## config.mk

```make
export PLATFORM = sky130hd
export DESIGN_NAME = hset_ctrl
export DESIGN_NICKNAME = d
export VERILOG_FILES = /design/src/design/hset_pkg.sv /design/src/design/hset_ctrl.sv
export SDC_FILE = /design/constraint.sdc
export NUM_CORES = 1
export LEC_CHECK = 0
export ABC_AREA = 1
export BUFFER_PORTS_ARGS = -buffer_cell sky130_fd_sc_hd__buf_4
export CORE_MARGIN = 3
export CORE_UTILIZATION = 44
export CTS_CLUSTER_SIZE = 28
export DETAILED_ROUTE_END_ITERATION = 10
export GPL_ROUTABILITY_DRIVEN = 0
export GPL_TIMING_DRIVEN = 0
export HOLD_SLACK_MARGIN = 0.03
export PLACE_DENSITY = 0.73
export SKIP_LAST_GASP = 1
export SYNTH_ARGS = -nofsm -noshare
export SYNTH_HDL_FRONTEND = slang
export SYNTH_SLANG_ARGS = --single-unit
```

## constraint.sdc

```tcl
create_clock -name clock -period 1.55 [get_ports clock]
set_input_delay 0.31 -clock clock [delete_from_list [all_inputs] [get_ports clock]]
set_output_delay 0.31 -clock clock [all_outputs]
set_load 0.05 [all_outputs]
```

## src/design/hset_pkg.sv

```systemverilog
// Package for the transaction ID hash set: shared codes, defaults and the
// command and status structs that join the controller and the datapath.
// No dependencies.
package hset_pkg;

   localparam int unsigned BUCKET_COUNT_DEF = 521;
   localparam int unsigned CAPACITY_DEF     = 512;
   localparam int unsigned KEY_BITS_DEF     = 64;
   localparam int unsigned KEY_PORT_W       = 64;
   localparam int unsigned KIND_W           = 3;
   localparam int unsigned STATUS_W         = 2;

   typedef enum logic [KIND_W-1:0] {
      KIND_INSERT     = 3'd0,
      KIND_DELETE     = 3'd1,
      KIND_FIND       = 3'd2,
      KIND_SCAN_START = 3'd3,
      KIND_SCAN_NEXT  = 3'd4,
      KIND_CLEAR      = 3'd5
   } kind_type;

   typedef enum logic [STATUS_W-1:0] {
      ST_OK        = 2'd0,
      ST_NOT_FOUND = 2'd1,
      ST_FULL      = 2'd2,
      ST_SCAN_BAD  = 2'd3
   } status_type;

   typedef enum logic [4:0] {
      DP_NONE,
      DP_LOAD,
      DP_HASH,
      DP_SWEEP,
      DP_INS_READ,
      DP_INS_LINK,
      DP_INS_FIN,
      DP_WALK_BH,
      DP_WALK_HEAD,
      DP_WALK_READ,
      DP_WALK_NEXT,
      DP_MISS,
      DP_FIND_HIT,
      DP_DEL_READ,
      DP_DEL_UNLINK,
      DP_SCAN_RD,
      DP_SCAN_SEL,
      DP_SCAN_KEY,
      DP_RESPOND
   } dp_op_type;

   typedef enum logic [3:0] {
      S_INIT,
      S_IDLE,
      S_HASH,
      S_INS_RD,
      S_INS_LINK,
      S_INS_FIN,
      S_WALK_BH,
      S_WALK_HEAD,
      S_WALK_RD,
      S_WALK_CHK,
      S_DEL_UNLINK,
      S_SCAN_RD,
      S_SCAN_SEL,
      S_SCAN_KEY,
      S_CLEAR,
      S_RESPOND
   } ctrl_state_type;

   typedef struct packed {
      dp_op_type op;
   } dp_cmd_type;

   typedef struct packed {
      kind_type kind;
      logic     hash_last;
      logic     sweep_last;
      logic     full;
      logic     scan_valid;
      logic     cur_is_sent;
      logic     key_match;
      logic     cand_is_sent;
      logic     rsp_free;
   } dp_stat_type;

endpackage

```

## src/design/hset_ctrl.sv

```systemverilog
// Controller state machine of the hash set: sequences datapath commands.
// Depends on hset_pkg.
module hset_ctrl (
   input  logic                             clock,
   input  logic                             reset,
   input  logic                             req_valid,
   input  logic [hset_pkg::KIND_W-1:0]      req_kind,
   output logic                             req_ready,
   output hset_pkg::dp_cmd_type             cmd,
   input  hset_pkg::dp_stat_type            status
);

   hset_pkg::ctrl_state_type state_ff, state_in;

   always_ff @(posedge clock) begin
      if (reset) begin
         state_ff <= hset_pkg::S_INIT;
      end else begin
         state_ff <= state_in;
      end
   end

   always_comb begin
      state_in  = state_ff;
      cmd.op    = hset_pkg::DP_NONE;
      req_ready = 1'b0;
      case (state_ff)
         hset_pkg::S_INIT: begin
            cmd.op = hset_pkg::DP_SWEEP;
            if (status.sweep_last) begin
               state_in = hset_pkg::S_IDLE;
            end
         end
         hset_pkg::S_IDLE: begin
            req_ready = 1'b1;
            if (req_valid) begin
               cmd.op = hset_pkg::DP_LOAD;
               case (hset_pkg::kind_type'(req_kind))
                  hset_pkg::KIND_INSERT: begin
                     state_in = status.full ? hset_pkg::S_RESPOND : hset_pkg::S_HASH;
                  end
                  hset_pkg::KIND_DELETE, hset_pkg::KIND_FIND: begin
                     state_in = hset_pkg::S_HASH;
                  end
                  hset_pkg::KIND_SCAN_NEXT: begin
                     state_in = status.scan_valid ? hset_pkg::S_SCAN_RD
                                                  : hset_pkg::S_RESPOND;
                  end
                  hset_pkg::KIND_CLEAR: begin
                     state_in = hset_pkg::S_CLEAR;
                  end
                  default: begin
                     state_in = hset_pkg::S_RESPOND;
                  end
               endcase
            end
         end
         hset_pkg::S_HASH: begin
            cmd.op = hset_pkg::DP_HASH;
            if (status.hash_last) begin
               state_in = (status.kind == hset_pkg::KIND_INSERT) ? hset_pkg::S_INS_RD
                                                                  : hset_pkg::S_WALK_BH;
            end
         end
         hset_pkg::S_INS_RD: begin
            cmd.op   = hset_pkg::DP_INS_READ;
            state_in = hset_pkg::S_INS_LINK;
         end
         hset_pkg::S_INS_LINK: begin
            cmd.op   = hset_pkg::DP_INS_LINK;
            state_in = hset_pkg::S_INS_FIN;
         end
         hset_pkg::S_INS_FIN: begin
            cmd.op   = hset_pkg::DP_INS_FIN;
            state_in = hset_pkg::S_RESPOND;
         end
         hset_pkg::S_WALK_BH: begin
            cmd.op   = hset_pkg::DP_WALK_BH;
            state_in = hset_pkg::S_WALK_HEAD;
         end
         hset_pkg::S_WALK_HEAD: begin
            cmd.op   = hset_pkg::DP_WALK_HEAD;
            state_in = hset_pkg::S_WALK_RD;
         end
         hset_pkg::S_WALK_RD: begin
            if (status.cur_is_sent) begin
               cmd.op   = hset_pkg::DP_MISS;
               state_in = hset_pkg::S_RESPOND;
            end else begin
               cmd.op   = hset_pkg::DP_WALK_READ;
               state_in = hset_pkg::S_WALK_CHK;
            end
         end
         hset_pkg::S_WALK_CHK: begin
            if (!status.key_match) begin
               cmd.op   = hset_pkg::DP_WALK_NEXT;
               state_in = hset_pkg::S_WALK_RD;
            end else if (status.kind == hset_pkg::KIND_FIND) begin
               cmd.op   = hset_pkg::DP_FIND_HIT;
               state_in = hset_pkg::S_RESPOND;
            end else begin
               cmd.op   = hset_pkg::DP_DEL_READ;
               state_in = hset_pkg::S_DEL_UNLINK;
            end
         end
         hset_pkg::S_DEL_UNLINK: begin
            cmd.op   = hset_pkg::DP_DEL_UNLINK;
            state_in = hset_pkg::S_RESPOND;
         end
         hset_pkg::S_SCAN_RD: begin
            cmd.op   = hset_pkg::DP_SCAN_RD;
            state_in = hset_pkg::S_SCAN_SEL;
         end
         hset_pkg::S_SCAN_SEL: begin
            cmd.op   = hset_pkg::DP_SCAN_SEL;
            state_in = status.cand_is_sent ? hset_pkg::S_RESPOND : hset_pkg::S_SCAN_KEY;
         end
         hset_pkg::S_SCAN_KEY: begin
            cmd.op   = hset_pkg::DP_SCAN_KEY;
            state_in = hset_pkg::S_RESPOND;
         end
         hset_pkg::S_CLEAR: begin
            cmd.op = hset_pkg::DP_SWEEP;
            if (status.sweep_last) begin
               state_in = hset_pkg::S_RESPOND;
            end
         end
         hset_pkg::S_RESPOND: begin
            if (status.rsp_free) begin
               cmd.op   = hset_pkg::DP_RESPOND;
               state_in = hset_pkg::S_IDLE;
            end
         end
         default: begin
            state_in = hset_pkg::S_INIT;
         end
      endcase
   end

endmodule

```

==> impl_metrics.py <==
metrics = {
    "routing": {
        "num_vias": 1185,
        "drt-initial-drc-count": 86,
        "post-route-drc-count": 0,
        "dr.pass1.iters": 5,
        "wirelength_um": 3888,
        "viasPerCell": 6.930,
        "ant_nets": 0,
        "routedWlPerCell_um": 22.74,
    },
    "setup_path": {
        "crit_type": "flip-flop to output pin",
        "endpoint_kind": "output pin",
        "crit_fanout": 6,
        "cpMostUsedCell": "nor2_2",
        "crit_buf_inv": 3,
        "critPathLaunchType": "flip-flop",
        "critPathTopFamily": "simple AND/OR/NAND/NOR gates",
        "cp.required_ps": 1240,
        "path_cells": "nand2_4, inv_4, nor2_4, nor2_2, nor2_2, o2111ai_2, nand2_2, clkinvlp_4, buf_8",
        "critPathMaxStageDelay_ps": 390,
        "crit_slowest_cell": "dfxtp_4",
        "cp.arrival_ps": 1600,
    },
    "layout": {
        "registers.top_by_ff_count": "state_ff",
        "drive_above_1_share_pct": 59.24,
        "n_antenna_cell": 0,
        "largest_registers": "state_ff (4)",
        "largest_reg_flops": 4,
        "area_growth_pct": 89.14,
        "finalNetCount": 176,
        "fin_cells": 171,
        "fin_util_pct": 96.71,
    },
    "synth": {
        "yosysWarnings": 0,
        "synth-seq-cells": 4,
        "synth_top_area_share_pct": 12.88,
        "synth_cells": 114,
        "syn_area_per_cell_um2": 5.455,
        "yosys-top-cells-area": "dfxtp_1, nand2_1, inv_1",
        "netlist_top_cells_count": "nand2_1, inv_1, nor2_1",
        "synthArstFlopShare_pct": 0,
        "synth-main-ff-cell": "dfxtp_1",
        "yosysMostFrequentCell": "nand2_1",
        "synth_edf_count": 0,
        "synthesis.area_um2": 621.8,
        "yosysSeqAreaShare_pct": 12.88,
        "synth_top_area_cell": "dfxtp_1",
        "synth_nets": 131,
        "netlist-cell-type-count": 21,
    },
    "timing": {
        "rsz0062_at_grt": "yes",
        "maxSlewViolCount": 0,
        "max-slew-margin-rel_pct": 71.21,
        "skew_ps": 2.980,
        "finalSetupTns_ps": -1366,
        "tightestPinTransition_ps": 427.3,
        "max_clock_freq_mhz": 524.2,
        "finalHoldViolations": 0,
        "setup_ws_ps": -357.6,
        "min_period_ps": 1908,
        "period_share_pct": 123.1,
        "finalSetupViolations": 9,
    },
    "flow_run": {
        "drv_cap": 0,
    },
    "global_routing": {
        "grt_max_degree": 9,
        "grt_pass1_vias": 886,
        "grt_usage_pct": 27.14,
        "grt_pass1_wl_um": 3946,
        "antenna_found_initial": 0,
        "grt-ovfl-total": 0,
    },
    "placement": {
        "io_buffers": 22,
        "place_inst": 150,
        "hpwl_um": 1399,
    },
    "power": {
        "power.total_mw": 3.391,
        "p_per_area_mw_per_mm2": 2883,
        "ir_drop_mv": 1.875,
        "cellLeakagePower_nw": 0.5755,
    },
    "cts": {
        "h-tree-depth": 1,
        "clock_latency_ps": 240,
        "clock-sinks": 4,
        "hold_buffers": 0,
        "clk_pin_slew_ps": 40,
        "cts_buffers": 3,
        "clock_path_buffers": 2,
        "cts-root-buf": "clkbuf_4",
        "cts_tree": "done",
    },
    "floorplan": {
        "core-area_mm2": 0.001216,
        "fp-row-count": 12,
        "die_w_um": 43.60,
        "die-area_mm2": 0.001901,
        "io_pins": 23,
        "die_h_um": 43.60,
        "initial_utilization_pct": 51.13,
    },
    "status": {
        "violations": "setup timing",
        "status": "finished with violations",
    },
    "hold_path": {
        "hold_path_class": "input port to flip-flop",
    },
}
## logic make-up (layout without fill, tap and decap cells)
kind of cell / after synthesis / after routing / synth area share [%]
flops: 4 / 4 / 12.88
compound gates: 18 / 18 / 18.11
buf+inv: 23 / 66 / 15.09
simple gates: 69 / 69 / 53.92
## per-stage QoR
stage               hold WS (ps)  worst slack [ps]  instance area (um^2)
floorplan                  372.4            -48.84                 668.1
global placement           493.5            -172.9                 850.8
finish                     256.7            -357.6                  1176
CTS                        251.0            -204.0                  1077
detailed placement         494.3            -179.9                 850.8
global route               249.9            -386.3                  1176
## final timing paths
check | from | to | slack, ps | cells past startpoint
worst min register to register | state_ff[0]$_SDFFE_PP0P_ | state_ff[0]$_SDFFE_PP0P_ | 630 | 2
worst max-delay path | state_ff[3]$_SDFFE_PP0P_ | cmd[0] | -360 | 9
worst max register to register | state_ff[0]$_SDFFE_PP0P_ | state_ff[0]$_SDFFE_PP0P_ | -110 | 8
worst min-delay path | reset | state_ff[2]$_SDFFE_PP0P_ | 260 | 2
## cell type report
class | instances | area (um^2)
fillers | 26 | 40.04
plain buffers | 1 | 15.01
multi-input cells | 87 | 600.6
clock buffers | 3 | 22.52
flip-flops and latches | 4 | 92.59
well taps | 14 | 17.52
inverters | 22 | 101.3
repair buffers | 40 | 326.6
## placed cells by master, fill, tap and decap left out, drive strengths merged
master / synthesis / layout
nand3: 10 / 10
clkbuf: 0 / 3
inv: 21 / 21
buf: 1 / 41
clkinvlp: 0 / 1
o2111ai: 2 / 2
a21oi: 6 / 6
o21a: 1 / 1
nand4: 7 / 7
dfxtp: 4 / 4
nor2: 23 / 23
o21ai: 7 / 7
nand2: 28 / 28
o21bai: 1 / 1
a311o: 1 / 1
nor3: 1 / 1
## power breakdown
part	switching, mW	leakage, nW	total, mW	internal, mW
Clock	0.0489	0.0138	0.136	0.0871
Combinational	1.82	0.526	2.95	1.13
Sequential	0.130	0.0353	0.308	0.178
Total	1.99	0.575	3.39	1.40
## repair_timing
item	CTS	global route
setup buffers	12	6
setup endpoints to repair	4	5
pin swaps	12	6
gates resized for setup	38	13
## metal layers
metal  vias to the layer above  track usage, %  wire [um]
met5                         -               0          0
li1                        462               -          -
met3                        65           5.809        570
met4                         0           10.84        476
met1                       498           29.66       1159
met2                       160           49.71       1681
Note: power is estimated with default switching activity, not from simulation.
